## src/sv/u2u_pkg.sv

```systemverilog
// Shared types and constants for the UTF-8 to 16-bit code unit decoder.
// No dependencies.
package u2u_pkg;

  // Byte classes
  localparam logic [7:0] CONT_MASK    = 8'hC0;
  localparam logic [7:0] CONT_PAT     = 8'h80;
  localparam logic [7:0] PAYLOAD_MASK = 8'h3F;
  localparam logic [7:0] ASCII_MASK   = 8'h80;
  localparam logic [7:0] NUL_BYTE     = 8'h00;

  // Widths
  localparam int unsigned BYTE_BITS = 8;
  localparam int unsigned CODE_BITS = 16;
  localparam int unsigned CONT_BITS = 6;

  // Leading-one count that marks the longest accepted lead byte (0xFE)
  localparam logic [3:0] MAX_LEAD_ONES = 4'd7;

  // One result request
  typedef struct packed {
    logic [CODE_BITS-1:0] code_unit;
    logic                 bad_input;
    logic                 string_end;
  } u2u_result_t;

endpackage

```

## src/sv/u2u_in_stage.sv

```systemverilog
// Input register of the decoder: holds one byte request until the decode stage takes it.
// Depends on u2u_pkg.
module u2u_in_stage
  import u2u_pkg::*;
(
  input  logic                 clk_i,
  input  logic                 rst_ni,
  input  logic                 in_valid_i,
  input  logic [BYTE_BITS-1:0] in_byte_i,
  output logic                 in_stall_o,
  input  logic                 take_i,
  output logic                 valid_o,
  output logic [BYTE_BITS-1:0] byte_o
);

  logic                 valid_q, valid_d;
  logic [BYTE_BITS-1:0] byte_q;

  // Stall only while a held byte is not being taken
  assign in_stall_o = valid_q && !take_i;

  always_comb begin
    valid_d = valid_q;
    if (!in_stall_o) begin
      valid_d = in_valid_i;
    end
  end

  always_ff @(posedge clk_i or negedge rst_ni) begin
    if (!rst_ni) begin
      valid_q <= 1'b0;
    end else begin
      valid_q <= valid_d;
    end
  end

  always_ff @(posedge clk_i) begin
    if (!in_stall_o && in_valid_i) begin
      byte_q <= in_byte_i;
    end
  end

  assign valid_o = valid_q;
  assign byte_o  = byte_q;

endmodule

```

## src/sv/u2u_decode.sv

```systemverilog
// Decode stage: sequence state (pending count, accumulator, sticky error) and byte decode.
// Depends on u2u_pkg.
module u2u_decode
  import u2u_pkg::*;
#(
  parameter int unsigned UNIT_BITS = 16
) (
  input  logic                 clk_i,
  input  logic                 rst_ni,
  input  logic                 fire_i,
  input  logic [BYTE_BITS-1:0] byte_i,
  output logic                 res_valid_o,
  output u2u_result_t          res_o
);

  logic [2:0]           pending_q, pending_d;
  logic [UNIT_BITS-1:0] acc_q, acc_d;
  logic                 err_q, err_d;

  logic [3:0]           lead_ones;
  logic [UNIT_BITS-1:0] acc_shift;
  logic [BYTE_BITS-1:0] lead_payload;

  // Count of leading ones in the byte, 0..8
  function automatic logic [3:0] count_lead_ones(input logic [BYTE_BITS-1:0] b);
    logic [3:0] n;
    n = 4'd8;
    for (int i = BYTE_BITS - 1; i >= 0; i--) begin
      if (!b[i] && n == 4'd8) begin
        n = 4'(BYTE_BITS - 1 - i);
      end
    end
    return n;
  endfunction

  assign lead_ones    = count_lead_ones(byte_i);
  assign lead_payload = byte_i & (8'hFF >> (lead_ones + 4'd1));
  assign acc_shift    = {acc_q[UNIT_BITS-CONT_BITS-1:0], byte_i[CONT_BITS-1:0]};

  // Next state and result
  always_comb begin
    pending_d   = pending_q;
    acc_d       = acc_q;
    err_d       = err_q;
    res_valid_o = 1'b0;
    res_o       = '0;
    if (fire_i) begin
      priority if (byte_i == NUL_BYTE) begin
        // End of string: report and restart
        res_valid_o     = 1'b1;
        res_o.bad_input = err_q || (pending_q != 3'd0);
        res_o.string_end = 1'b1;
        pending_d       = 3'd0;
        acc_d           = '0;
        err_d           = 1'b0;
      end else if (err_q) begin
        // Bytes after an error are dropped
      end else if (pending_q != 3'd0) begin
        if ((byte_i & CONT_MASK) != CONT_PAT) begin
          err_d           = 1'b1;
          pending_d       = 3'd0;
          acc_d           = '0;
          res_valid_o     = 1'b1;
          res_o.bad_input = 1'b1;
        end else if (pending_q == 3'd1) begin
          pending_d       = 3'd0;
          acc_d           = '0;
          res_valid_o     = 1'b1;
          res_o.code_unit = acc_shift[CODE_BITS-1:0];
        end else begin
          pending_d = pending_q - 3'd1;
          acc_d     = acc_shift;
        end
      end else if ((byte_i & ASCII_MASK) == NUL_BYTE) begin
        res_valid_o     = 1'b1;
        res_o.code_unit = {{(CODE_BITS-BYTE_BITS){1'b0}}, byte_i};
      end else if (lead_ones >= 4'd2 && lead_ones <= MAX_LEAD_ONES) begin
        // Lead byte: load payload bits and continuation count
        pending_d = 3'(lead_ones - 4'd1);
        acc_d     = {{(UNIT_BITS-BYTE_BITS){1'b0}}, lead_payload};
      end else begin
        // Stray continuation byte or 0xFF
        err_d           = 1'b1;
        acc_d           = '0;
        res_valid_o     = 1'b1;
        res_o.bad_input = 1'b1;
      end
    end
  end

  always_ff @(posedge clk_i or negedge rst_ni) begin
    if (!rst_ni) begin
      pending_q <= 3'd0;
      acc_q     <= '0;
      err_q     <= 1'b0;
    end else begin
      pending_q <= pending_d;
      acc_q     <= acc_d;
      err_q     <= err_d;
    end
  end

endmodule

```

## src/sv/u2u_out_stage.sv

```systemverilog
// Result register of the decoder: holds one result request until the consumer takes it.
// Depends on u2u_pkg.
module u2u_out_stage
  import u2u_pkg::*;
(
  input  logic        clk_i,
  input  logic        rst_ni,
  input  logic        load_i,
  input  u2u_result_t res_i,
  output logic        free_o,
  output logic        out_valid_o,
  input  logic        out_stall_i,
  output u2u_result_t res_o
);

  logic        valid_q, valid_d;
  u2u_result_t res_q;

  // Register can take a new result when empty or being drained
  assign free_o = !valid_q || !out_stall_i;

  always_comb begin
    valid_d = valid_q;
    if (load_i) begin
      valid_d = 1'b1;
    end else if (valid_q && !out_stall_i) begin
      valid_d = 1'b0;
    end
  end

  always_ff @(posedge clk_i or negedge rst_ni) begin
    if (!rst_ni) begin
      valid_q <= 1'b0;
    end else begin
      valid_q <= valid_d;
    end
  end

  always_ff @(posedge clk_i) begin
    if (load_i) begin
      res_q <= res_i;
    end
  end

  assign out_valid_o = valid_q;
  assign res_o       = res_q;

endmodule

```

## src/sv/utf8_to_ucs2_decoder_unit.sv

```systemverilog
// UTF-8 to 16-bit code unit decoder, top level.
// A held input byte is decoded and its result, if any, loaded into the output register.
// Throughput: one byte per cycle while the result register is not stalled; the single decode
// stage between the input and result registers updates the sequence state once per byte.
// Reset: asynchronous, active low; clears pending count, accumulator, error flag and valids.
// Depends on u2u_pkg, u2u_in_stage, u2u_decode, u2u_out_stage.
module utf8_to_ucs2_decoder_unit
  import u2u_pkg::*;
#(
  parameter int unsigned UNIT_BITS = 16
) (
  input  logic                 clk_i,
  input  logic                 rst_ni,
  input  logic                 in_valid_i,
  output logic                 in_stall_o,
  input  logic [BYTE_BITS-1:0] in_byte_i,
  output logic                 out_valid_o,
  input  logic                 out_stall_i,
  output logic [CODE_BITS-1:0] code_unit_o,
  output logic                 bad_input_o,
  output logic                 string_end_o
);

  logic                 held_valid;
  logic [BYTE_BITS-1:0] held_byte;
  logic                 out_free;
  logic                 fire;
  logic                 res_valid;
  u2u_result_t          res;
  u2u_result_t          out_res;

  // Decode a held byte whenever the result register can accept its result
  assign fire = held_valid && out_free;

  u2u_in_stage u_in (
    .clk_i      (clk_i),
    .rst_ni     (rst_ni),
    .in_valid_i (in_valid_i),
    .in_byte_i  (in_byte_i),
    .in_stall_o (in_stall_o),
    .take_i     (fire),
    .valid_o    (held_valid),
    .byte_o     (held_byte)
  );

  u2u_decode #(
    .UNIT_BITS (UNIT_BITS)
  ) u_decode (
    .clk_i       (clk_i),
    .rst_ni      (rst_ni),
    .fire_i      (fire),
    .byte_i      (held_byte),
    .res_valid_o (res_valid),
    .res_o       (res)
  );

  u2u_out_stage u_out (
    .clk_i       (clk_i),
    .rst_ni      (rst_ni),
    .load_i      (res_valid),
    .res_i       (res),
    .free_o      (out_free),
    .out_valid_o (out_valid_o),
    .out_stall_i (out_stall_i),
    .res_o       (out_res)
  );

  assign code_unit_o  = out_res.code_unit;
  assign bad_input_o  = out_res.bad_input;
  assign string_end_o = out_res.string_end;

endmodule

```

## config.mk

```make
export PLATFORM = sky130hd
export DESIGN_NAME = utf8_to_ucs2_decoder_unit
export DESIGN_NICKNAME = d
export VERILOG_FILES = /design/src/sv/u2u_pkg.sv /design/src/sv/u2u_in_stage.sv /design/src/sv/u2u_decode.sv /design/src/sv/u2u_out_stage.sv /design/src/sv/utf8_to_ucs2_decoder_unit.sv
export SDC_FILE = /design/constraint.sdc
export NUM_CORES = 1
export LEC_CHECK = 0
export ABC_AREA = 1
export BUFFER_PORTS_ARGS = -buffer_cell sky130_fd_sc_hd__buf_2
export CORE_ASPECT_RATIO = 2
export CORE_MARGIN = 8
export CORE_UTILIZATION = 27
export CTS_BUF_LIST = sky130_fd_sc_hd__clkbuf_8
export DETAILED_ROUTE_END_ITERATION = 12
export GPL_ROUTABILITY_DRIVEN = 0
export PLACE_DENSITY = 0.48
export SLEW_MARGIN = 40
export SYNTH_ARGS = -nofsm -noshare
export SYNTH_HDL_FRONTEND = slang
export SYNTH_SLANG_ARGS = --single-unit
export TNS_END_PERCENT = 100
```

## constraint.sdc

```tcl
create_clock -name clk_i -period 3.52 [get_ports clk_i]
set_clock_uncertainty 0.1 [all_clocks]
set_input_delay 0.704 -clock clk_i [delete_from_list [all_inputs] [get_ports clk_i]]
set_output_delay 0.704 -clock clk_i [all_outputs]
set_load 0.03 [all_outputs]
```

# Word-level counts from Yosys, hierarchy flattened
# Cells that the tools add are included.
# totals
register_bits	42
latch_bits	0
ram_bits	0
mem_bits_ro	0
input_bits	12
out_inout_bits	20
wordCells	105
mem_count	0
# classes
addsub	3
multipliers	0
n_div	0
order_cmp	2
n_eq_ne	11
n_shift	1
n_mux	44
bitwise_logic	2
n_reduce_logical	33
# ops
cell	count
$mux W10	6
$mux W16	2
$mux W4	8
$eq A4 B4 Y1 const B	7
$mux W3	7
$mux W1	18
$mux W17	1
$logic_not A8 Y1	2
$mux W8	2
$logic_and A1 B1 Y1	12
$logic_not A1 Y1	11
$and A8 B8 Y8	1
$shr A8 B4 Y8 const A	1
$reduce_bool A3 Y1	2
$sub A3 B1 Y3 const B	2
$add A4 B1 Y4 const B	1
$ge A4 B2 Y1 const B	1
$le A4 B3 Y1 const B	1
$ne A2 B2 Y1 const B	2
$reduce_and A4 Y1	1
$eq A3 B1 Y1 const B	1
$ne A3 B1 Y1 const B	1
$reduce_and A3 Y1	1
$reduce_or A3 Y1	1
other kinds (3)	4

# Logic depth before layout (Yosys ltp)
# Gate-level depths: netlist of the first run.
# depth
depth_word	31
depth_mapped	13
depth_no_buf	13

# Cells and area by module
# From an unflattened synthesis of the first run, not the netlist that was laid out.
# hier_totals
hier_cells	255
area_unflattened_um2	2274.7
# by_module_without_submodules
module	n_inst	cells_per_inst	area_per_inst_um2	seq_area_each_um2
u2u_decode	1	216	1387.6	350.3
u2u_out_stage	1	22	581.8	565.5
u2u_in_stage	1	15	297.8	265.3
utf8_to_ucs2_decoder_unit	1	2	7.5	0.0

# Worst setup path after synthesis of the first run
# No wires, ideal clock.
# synth_path
path_type	register -> register
from	reg u_in.byte_q[7], in the netlist u_in.byte_o[7]
to	reg u_out.res_q (netlist bit u_out.res_o[0]), enable pin
setup_time_ns	0.375
arrival_time_ns	2.027
t_required_ns	3.045
path_slack_ns	1.018
stages_incl_launch_ff	12
n_path_buf	0
period_less_slack_ns	2.502
cell_sequence	edfxtp_1 nand2_2 nor3_2 nand4_1 nand3_1 inv_1 ha_1 nor2_1 inv_1 nand3_1 o21bai_1 nand2_1
# synth_between
elab_chain_cells	30
elab_cells_between_ends	35
classes_between	order compare (2); eq/ne (8); mux (15); reduce/logical (10)
# synth_lines
element	line	source
from (decl)	u2u_in_stage.sv:17	logic [BYTE_BITS-1:0] byte_q;
from (signal assigned)	u2u_in_stage.sv:39	byte_q <= in_byte_i;
$mux W4	u2u_decode.sv:29	if (!b[i] && n == 4'd8) begin
$eq A4 B4 Y1	u2u_decode.sv:29	
$logic_and A1 B1 Y1	u2u_decode.sv:29	
$mux W4	u2u_decode.sv:29	
$eq A4 B4 Y1	u2u_decode.sv:29	
$logic_and A1 B1 Y1	u2u_decode.sv:29	
$mux W4	u2u_decode.sv:29	
$eq A4 B4 Y1	u2u_decode.sv:29	
[15 not listed]	n/a	
$logic_and A1 B1 Y1	u2u_decode.sv:77	end else if (lead_ones >= 4'd2 && lead_ones <= MAX_LEAD_ONES) begin
$mux W1	u2u_decode.sv:77	
$mux W1	u2u_decode.sv:74	end else if ((byte_i & ASCII_MASK) == NUL_BYTE) begin
$mux W1	u2u_decode.sv:58	end else if (pending_q != 3'd0) begin
$mux W1	u2u_decode.sv:56	end else if (err_q) begin
$mux W1 (*)	u2u_decode.sv:48	priority if (byte_i == NUL_BYTE) begin
$mux W1 (*)	u2u_decode.sv:47	if (fire_i) begin
net res_valid	utf8_to_ucs2_decoder_unit.sv:28	logic res_valid;
to (signal assigned)	u2u_out_stage.sv:41	res_q <= res_i;
to (decl)	u2u_out_stage.sv:17	u2u_result_t res_q;
# Mark *: on every way through the listed nets, which the timed path passes. The rest lies on a longest branch.
# A chain may end at the register's enable or synchronous reset.

# Worst setup path in the final report of the first run
# layout_path
from	reg u_in.byte_q[3], in the netlist u_in.byte_o[3]
to	reg u_out.res_q (netlist bit u_out.res_o[6]), enable pin
# layout_between
elab_chain_cells	20
elab_cells_between_ends	22
classes_between	order compare (2); eq/ne (3); mux (10); reduce/logical (7)
# layout_lines
element	line
$logic_not A1 Y1	u2u_decode.sv:29
$logic_and A1 B1 Y1	u2u_decode.sv:29
$mux W4	u2u_decode.sv:29
$eq A4 B4 Y1	u2u_decode.sv:29
$logic_and A1 B1 Y1	u2u_decode.sv:29
$mux W4	u2u_decode.sv:29
$eq A4 B4 Y1	u2u_decode.sv:29
$logic_and A1 B1 Y1	u2u_decode.sv:29
[5 not listed]	n/a
$logic_and A1 B1 Y1	u2u_decode.sv:77
$mux W1	u2u_decode.sv:77
$mux W1	u2u_decode.sv:74
$mux W1	u2u_decode.sv:58
$mux W1	u2u_decode.sv:56
$mux W1 (*)	u2u_decode.sv:48
$mux W1 (*)	u2u_decode.sv:47
net res_valid	utf8_to_ucs2_decoder_unit.sv:28
# Marks and branches as above.

==> flow_summary.ini, run 1 <==
[status]
status = finished, final reports clean

[placement]
numPortBuffers = 31
hpwlAfterDp_um = 3850

[grt]
grt_pass1_vias = 1659
grt.overflow.total = 0
antenna_found_initial = 0
busiest_layer = met2
grt_use_met1_pct = 9.60
grt_max_degree = 19
grt_pass1_wl_um = 7940
use_met2_pct = 15.5
grtUsageTotal_pct = 9.14
use_met3_pct = 2.66

[synth]
syn_inst = 233
async_flop_share_pct = 38.1
synth_area_per_cell_um2 = 9.13
ys_types = 26
ys.flop_type = edfxtp_1
synth_edf_count = 26
synth_top_area_share_pct = 36.7
yosysTopAreaCell = edfxtp_1
yosys_warnings = 0
syn_nets = 252
synth.most_common_cell = nand2_1
ys_ff_latch = 42
syn_area_um2 = 2130
synth_top_cells_by_area = edfxtp_1 (37%), dfrtp_1 (19%), nand2_1 (8.5%)
ys_seq_area_share_pct = 55.5
synth_top_cells_by_count = nand2_1 (48), inv_1 (41), edfxtp_1 (26)

[sta]
maxSlewViolCount = 0
period_share_pct = 73.7
layout_min_cycle_time_ns = 2.60
tightestPinTransition_ns = 0.493
setup_viol = 0
rsz0062_at_grt = false
relSlewSlack_pct = 67.0
finalHoldViolCount = 0
fmax_mhz = 385
hold-worst-slack_ns = 0.200
tns_ns = 0

[finish]
antenna_cells = 0
fill_cells = 836
syn2layout_area_growth_pct = 17.7
drive_above_1_share_pct = 20.9
layout.nets = 291

[power]
ir_drop_v = 0.000276
switching_share_pct = 33.9
p_sw_mw = 0.413
p_leak_nw = 1.12
intPower_mw = 0.804
fin_total_pwr_mw = 1.22
p_clk_share_pct = 26.3
pwr-share-comb_pct = 24.3
seq_power_share_pct = 49.4
p_per_area_nw_per_um2 = 486

[setup_path]
critPathRequiredTime_ns = 3.42
cp_max_fo = 18
cp_data_arrival_time_ns = 2.49
critPathCaptureType = flip-flop
critical_path_class = reg2reg
reg2reg_slack_ns = 0.92
start_kind = flip-flop

[clock_network]
tritoncts = done
holdBufCountCts = 0
cts_resized = 0
clock-sinks = 42
cts_made_buffers = 5
cts.clk_slew.worst_paths_ns = 0.09
clk_path_buf_depth = 2
postCtsSetupRepairBufs = 0
clk_latency_ns = 0.30
htree_levels = 2
cts_root_buf = clkbuf_8

[worst_hold_path]
hp-class = in2async

[die]
initial_core_util_pct = 27.4
core-area_um2 = 7770
dieArea_um2 = 11100
placementRows = 46
die_h_um = 142
design.portCount = 32
chipWidth_um = 78.8

[detailed_routing]
post_drt_wl_per_cell_um = 13.1
via_per_inst = 4.50
drc = 0
first_pass_iters = 4
wirelength_um = 4830
num_vias = 1662
final_antenna_net_count = 0
dr.first_iter.drc_count = 75

[job]
cap_violations = 0
==> routing by layer <==
layer	routed length [um]	vias up
li1	-	835
met1	1920	758
met2	2420	54
met3	299	15
met4	193	0
met5	0	-
==> state kept, by name, indices dropped and copies added (netlist names) <==
name / cells
u_out.res_o: 18
u_out.out_valid_o: 1
u_in.byte_o: 8
u_decode.err_q: 1
u_decode.acc_q: 10
u_in.valid_o: 1
u_decode.pending_q: 3
==> layout make-up <==
class,count,area (um2),area share (%)
inverter,45,169,6.75
clock inverter,3,25.0,1.00
sequential,42,1180,47.2
multi-input combinational,146,777,31.0
clock buffer,5,68.8,2.75
tap,96,120,4.80
timing repair buffer,32,163,6.50
==> cells by family (layout without fill, tap and decap cells) <==
group                      count (synthesis)  count (layout)  share of synthesized area, %
adders and majority gates                  7               7                          4.12
DFF                                       42              42                          55.5
AOI/OAI and AO/OA                         18              18                          5.47
and+or+nand+nor                          120             120                          26.5
buffers and inverters                     45              85                          7.94
xor gates and xnor gates                   1               1                         0.412
==> placed cells by master (no fill, tap or decap), drive strengths merged, types with 4 or more instances in the layout <==
| cell | Yosys | routed |
|---|---|---|
| nand4 | 5 | 5 |
| dfrtp | 16 | 16 |
| nor3 | 13 | 13 |
| nor2 | 30 | 30 |
| o21ai | 5 | 5 |
| edfxtp | 26 | 26 |
| a21oi | 4 | 4 |
| nand2 | 52 | 52 |
| ha | 7 | 7 |
| nand3 | 18 | 18 |
| clkbuf | 0 | 5 |
| buf | 0 | 32 |
| inv | 45 | 46 |
==> path summary, 6_finish.rpt <==
check | start | endpoint | cells past startpoint
worst max-delay path | u_in.byte_o[3]$_DFFE_PP_ | u_out.res_o[6]$_SDFFCE_PP0P_ | 12
worst min-delay path | rst_ni | u_decode.acc_q[6]$_DFFE_PN0P_ | 1
worst max register to register | u_in.byte_o[3]$_DFFE_PP_ | u_out.res_o[6]$_SDFFCE_PP0P_ | 12
worst min register to register | u_decode.pending_q[1]$_DFFE_PN0P_ | u_decode.pending_q[1]$_DFFE_PN0P_ | 2
max in group asynchronous | rst_ni | u_decode.acc_q[5]$_DFFE_PN0P_ | 1
min in group clk_i | u_decode.pending_q[1]$_DFFE_PN0P_ | u_decode.pending_q[1]$_DFFE_PN0P_ | 2
==> power by group through the flow <==
stage | clock network (mW) | logic [mW] | registers (mW)
6_report | 0.320 | 0.296 | 0.602
3_5_place_dp | 0 | 0.295 | 0.613
5_1_grt | 0.352 | 0.338 | 0.609
3_3_place_gp | 0 | 0.290 | 0.612
2_1_floorplan | 0 | 0.220 | 0.608
4_1_cts | 0.333 | 0.297 | 0.603
==> per-stage QoR <==
stage               cells  setup WS [ns]  area (um2)  util (%)
floorplan             233           1.02        2130         -
global placement      361           1.04        2410      31.0
detailed placement    361          0.952        2410      31.0
CTS                   369          0.927        2500      32.2
global route          369          0.685        2500      32.2
finish                369          0.925        2500      32.2
==> critical path, cell delays in order (launching register included) <==
cell and delay (ns):
edfxtp_1 0.39, inv_1 0.11, nor3_2 0.24, nand4_1 0.19, nand3_1 0.18, inv_1 0.09, ha_1 0.21, nor2_1 0.10
inv_1 0.07, nand3_1 0.17, o21bai_1 0.12, nand2_1 0.07, buf_4 0.25
No activity file was read; power rests on OpenSTA's default activity.
==> inputs of run 2 (changes only) <==
==> constraint.sdc (replaced) <==
create_clock -name clk_i -period 2.6 [get_ports clk_i]
set_clock_uncertainty 0.1 [all_clocks]
set_input_delay 0.52 -clock clk_i [delete_from_list [all_inputs] [get_ports clk_i]]
set_output_delay 0.52 -clock clk_i [all_outputs]
set_load 0.03 [all_outputs]
==> flow_summary.ini, run 2 (synthesis gave the netlist of run 1 again) <==
[status]
status = finished with violations
violations = setup timing

[clock_network]
tritoncts = done
cts_root_buf = clkbuf_8
clk_latency_ns = 0.30
cts.clk_slew.worst_paths_ns = 0.09
htree_levels = 2
holdBufCountCts = 0
clk_path_buf_depth = 2
cts_made_buffers = 5
clock-sinks = 42

[setup_path]
r2r_start = u_in.byte_o[6]$_DFFE_PP_
cp_max_fo = 9
cp_data_arrival_time_ns = 2.55
reg2reg_slack_ns = -0.01
r2r_cells = 12
critPathCaptureType = flip-flop
critPathRequiredTime_ns = 2.54
start_kind = flip-flop
critical_path_class = reg2reg
r2r-end = u_out.res_o[1]$_SDFFCE_PN0P_

[detailed_routing]
dr.first_iter.drc_count = 76
first_pass_iters = 4
num_vias = 1720
wirelength_um = 5090
drc = 0
post_drt_wl_per_cell_um = 13.5
via_per_inst = 4.56
final_antenna_net_count = 0

[finish]
ff_latch_area_um2 = 1180
final_common_cell = nand2_1
syn2layout_area_growth_pct = 23.7
multi_input_area_um2 = 815
fill_cells = 829
drive_above_1_share_pct = 26.0
layout.nets = 299
mostFrequentLayoutCells = nand2_1 (46), inv_1 (39), buf_2 (31)
largest_reg_flops = 18
antenna_cells = 0

[die]
chipWidth_um = 78.8
design.portCount = 32
die_h_um = 142
dieArea_um2 = 11100
placementRows = 46
core-area_um2 = 7770
initial_core_util_pct = 27.4

[grt]
grt_pass1_wl_um = 8170
grt_max_degree = 19
grt.overflow.total = 0
grtUsageTotal_pct = 9.38
antenna_found_initial = 0
grt_pass1_vias = 1702

[sta]
period_share_pct = 100
setup_slack_ns = -0.00975
tns_ns = -0.0807
layout_min_cycle_time_ns = 2.61
relSlewSlack_pct = 71.6
tightestPinTransition_ns = 0.425
maxSlewViolCount = 0
fmax_mhz = 383
finalHoldViolCount = 0
setup_viol = 9
hold-worst-slack_ns = 0.0246

[placement]
hpwlAfterDp_um = 3800
numPortBuffers = 31
post-place-ws_ns = 0.0791

[power]
ir_drop_v = 0.000341
fin_total_pwr_mw = 1.68
p_leak_nw = 1.18
p_per_area_nw_per_um2 = 639

[job]
cap_violations = 0

[worst_hold_path]
hp-class = in2async
run 2: final cells by class:
cell class	instances	area share, %
Sequential cell	42	44.9
Timing Repair Buffer	40	9.61
Clock buffer	5	2.62
Multi-Input combinational cell	146	31.0
Tap cell	96	4.56
Inverter	45	6.42
Clock inverter	3	0.951
run 2: how the worst max path moves through the flow:
stage / start / end / slack, ns
6_report: u_in.byte_o[6]$_DFFE_PP_ / u_out.res_o[1]$_SDFFCE_PN0P_ / -0.01
5_1_grt: u_in.byte_o[7]$_DFFE_PP_ / u_out.res_o[1]$_SDFFCE_PN0P_ / -0.1
4_1_cts: u_in.byte_o[7]$_DFFE_PP_ / u_out.res_o[3]$_SDFFCE_PP0P_ / 0.05
3_5_place_dp: u_in.byte_o[3]$_DFFE_PP_ / u_out.res_o[3]$_SDFFCE_PP0P_ / 0.08
3_3_place_gp: u_in.byte_o[7]$_DFFE_PP_ / u_out.res_o[7]$_SDFFCE_PP0P_ / 0.18
2_1_floorplan: u_in.byte_o[7]$_DFFE_PP_ / u_out.res_o[0]$_SDFFCE_PN0P_ / 0.1
run 2: timing repair:
item | in CTS | in global routing
setup buffers | 0 | 6
resized for setup | 0 | 10
setup endpoints to repair | 0 | 19
run 2: power by group:
group,switching (mW),total [mW],internal [mW]
clock,0.244,0.438,0.194
sequential,0.0444,0.817,0.772
combinational,0.287,0.426,0.139
run 2: per-layer routing:
layer | vias up | wire length, um | global-route usage, %
li1 | 855 | - | -
met1 | 802 | 2000 | 10.2
met2 | 51 | 2570 | 15.6
met3 | 12 | 321 | 2.41
met4 | 0 | 195 | 6.00
met5 | - | 0 | 0
run 2: per-stage QoR:
stage               util, %  cell area (um2)  instances
finish                 33.9             2630        377
detailed placement     31.3             2430        362
global placement       31.3             2430        362
floorplan                 -             2130        233
global route           33.9             2630        377
CTS                    32.5             2520        370
run 2: critical path, cell delays in order, from the launching register on:
cell and delay (ns):
edfxtp_1 0.39, nand2_2 0.10, nor3_4 0.22, nand4_1 0.25
nand3_2 0.18, inv_1 0.08, ha_1 0.23, nor2_1 0.20
inv_2 0.09, nand3_4 0.11, o21bai_2 0.09, nand2_2 0.13
clkbuf_16 0.17
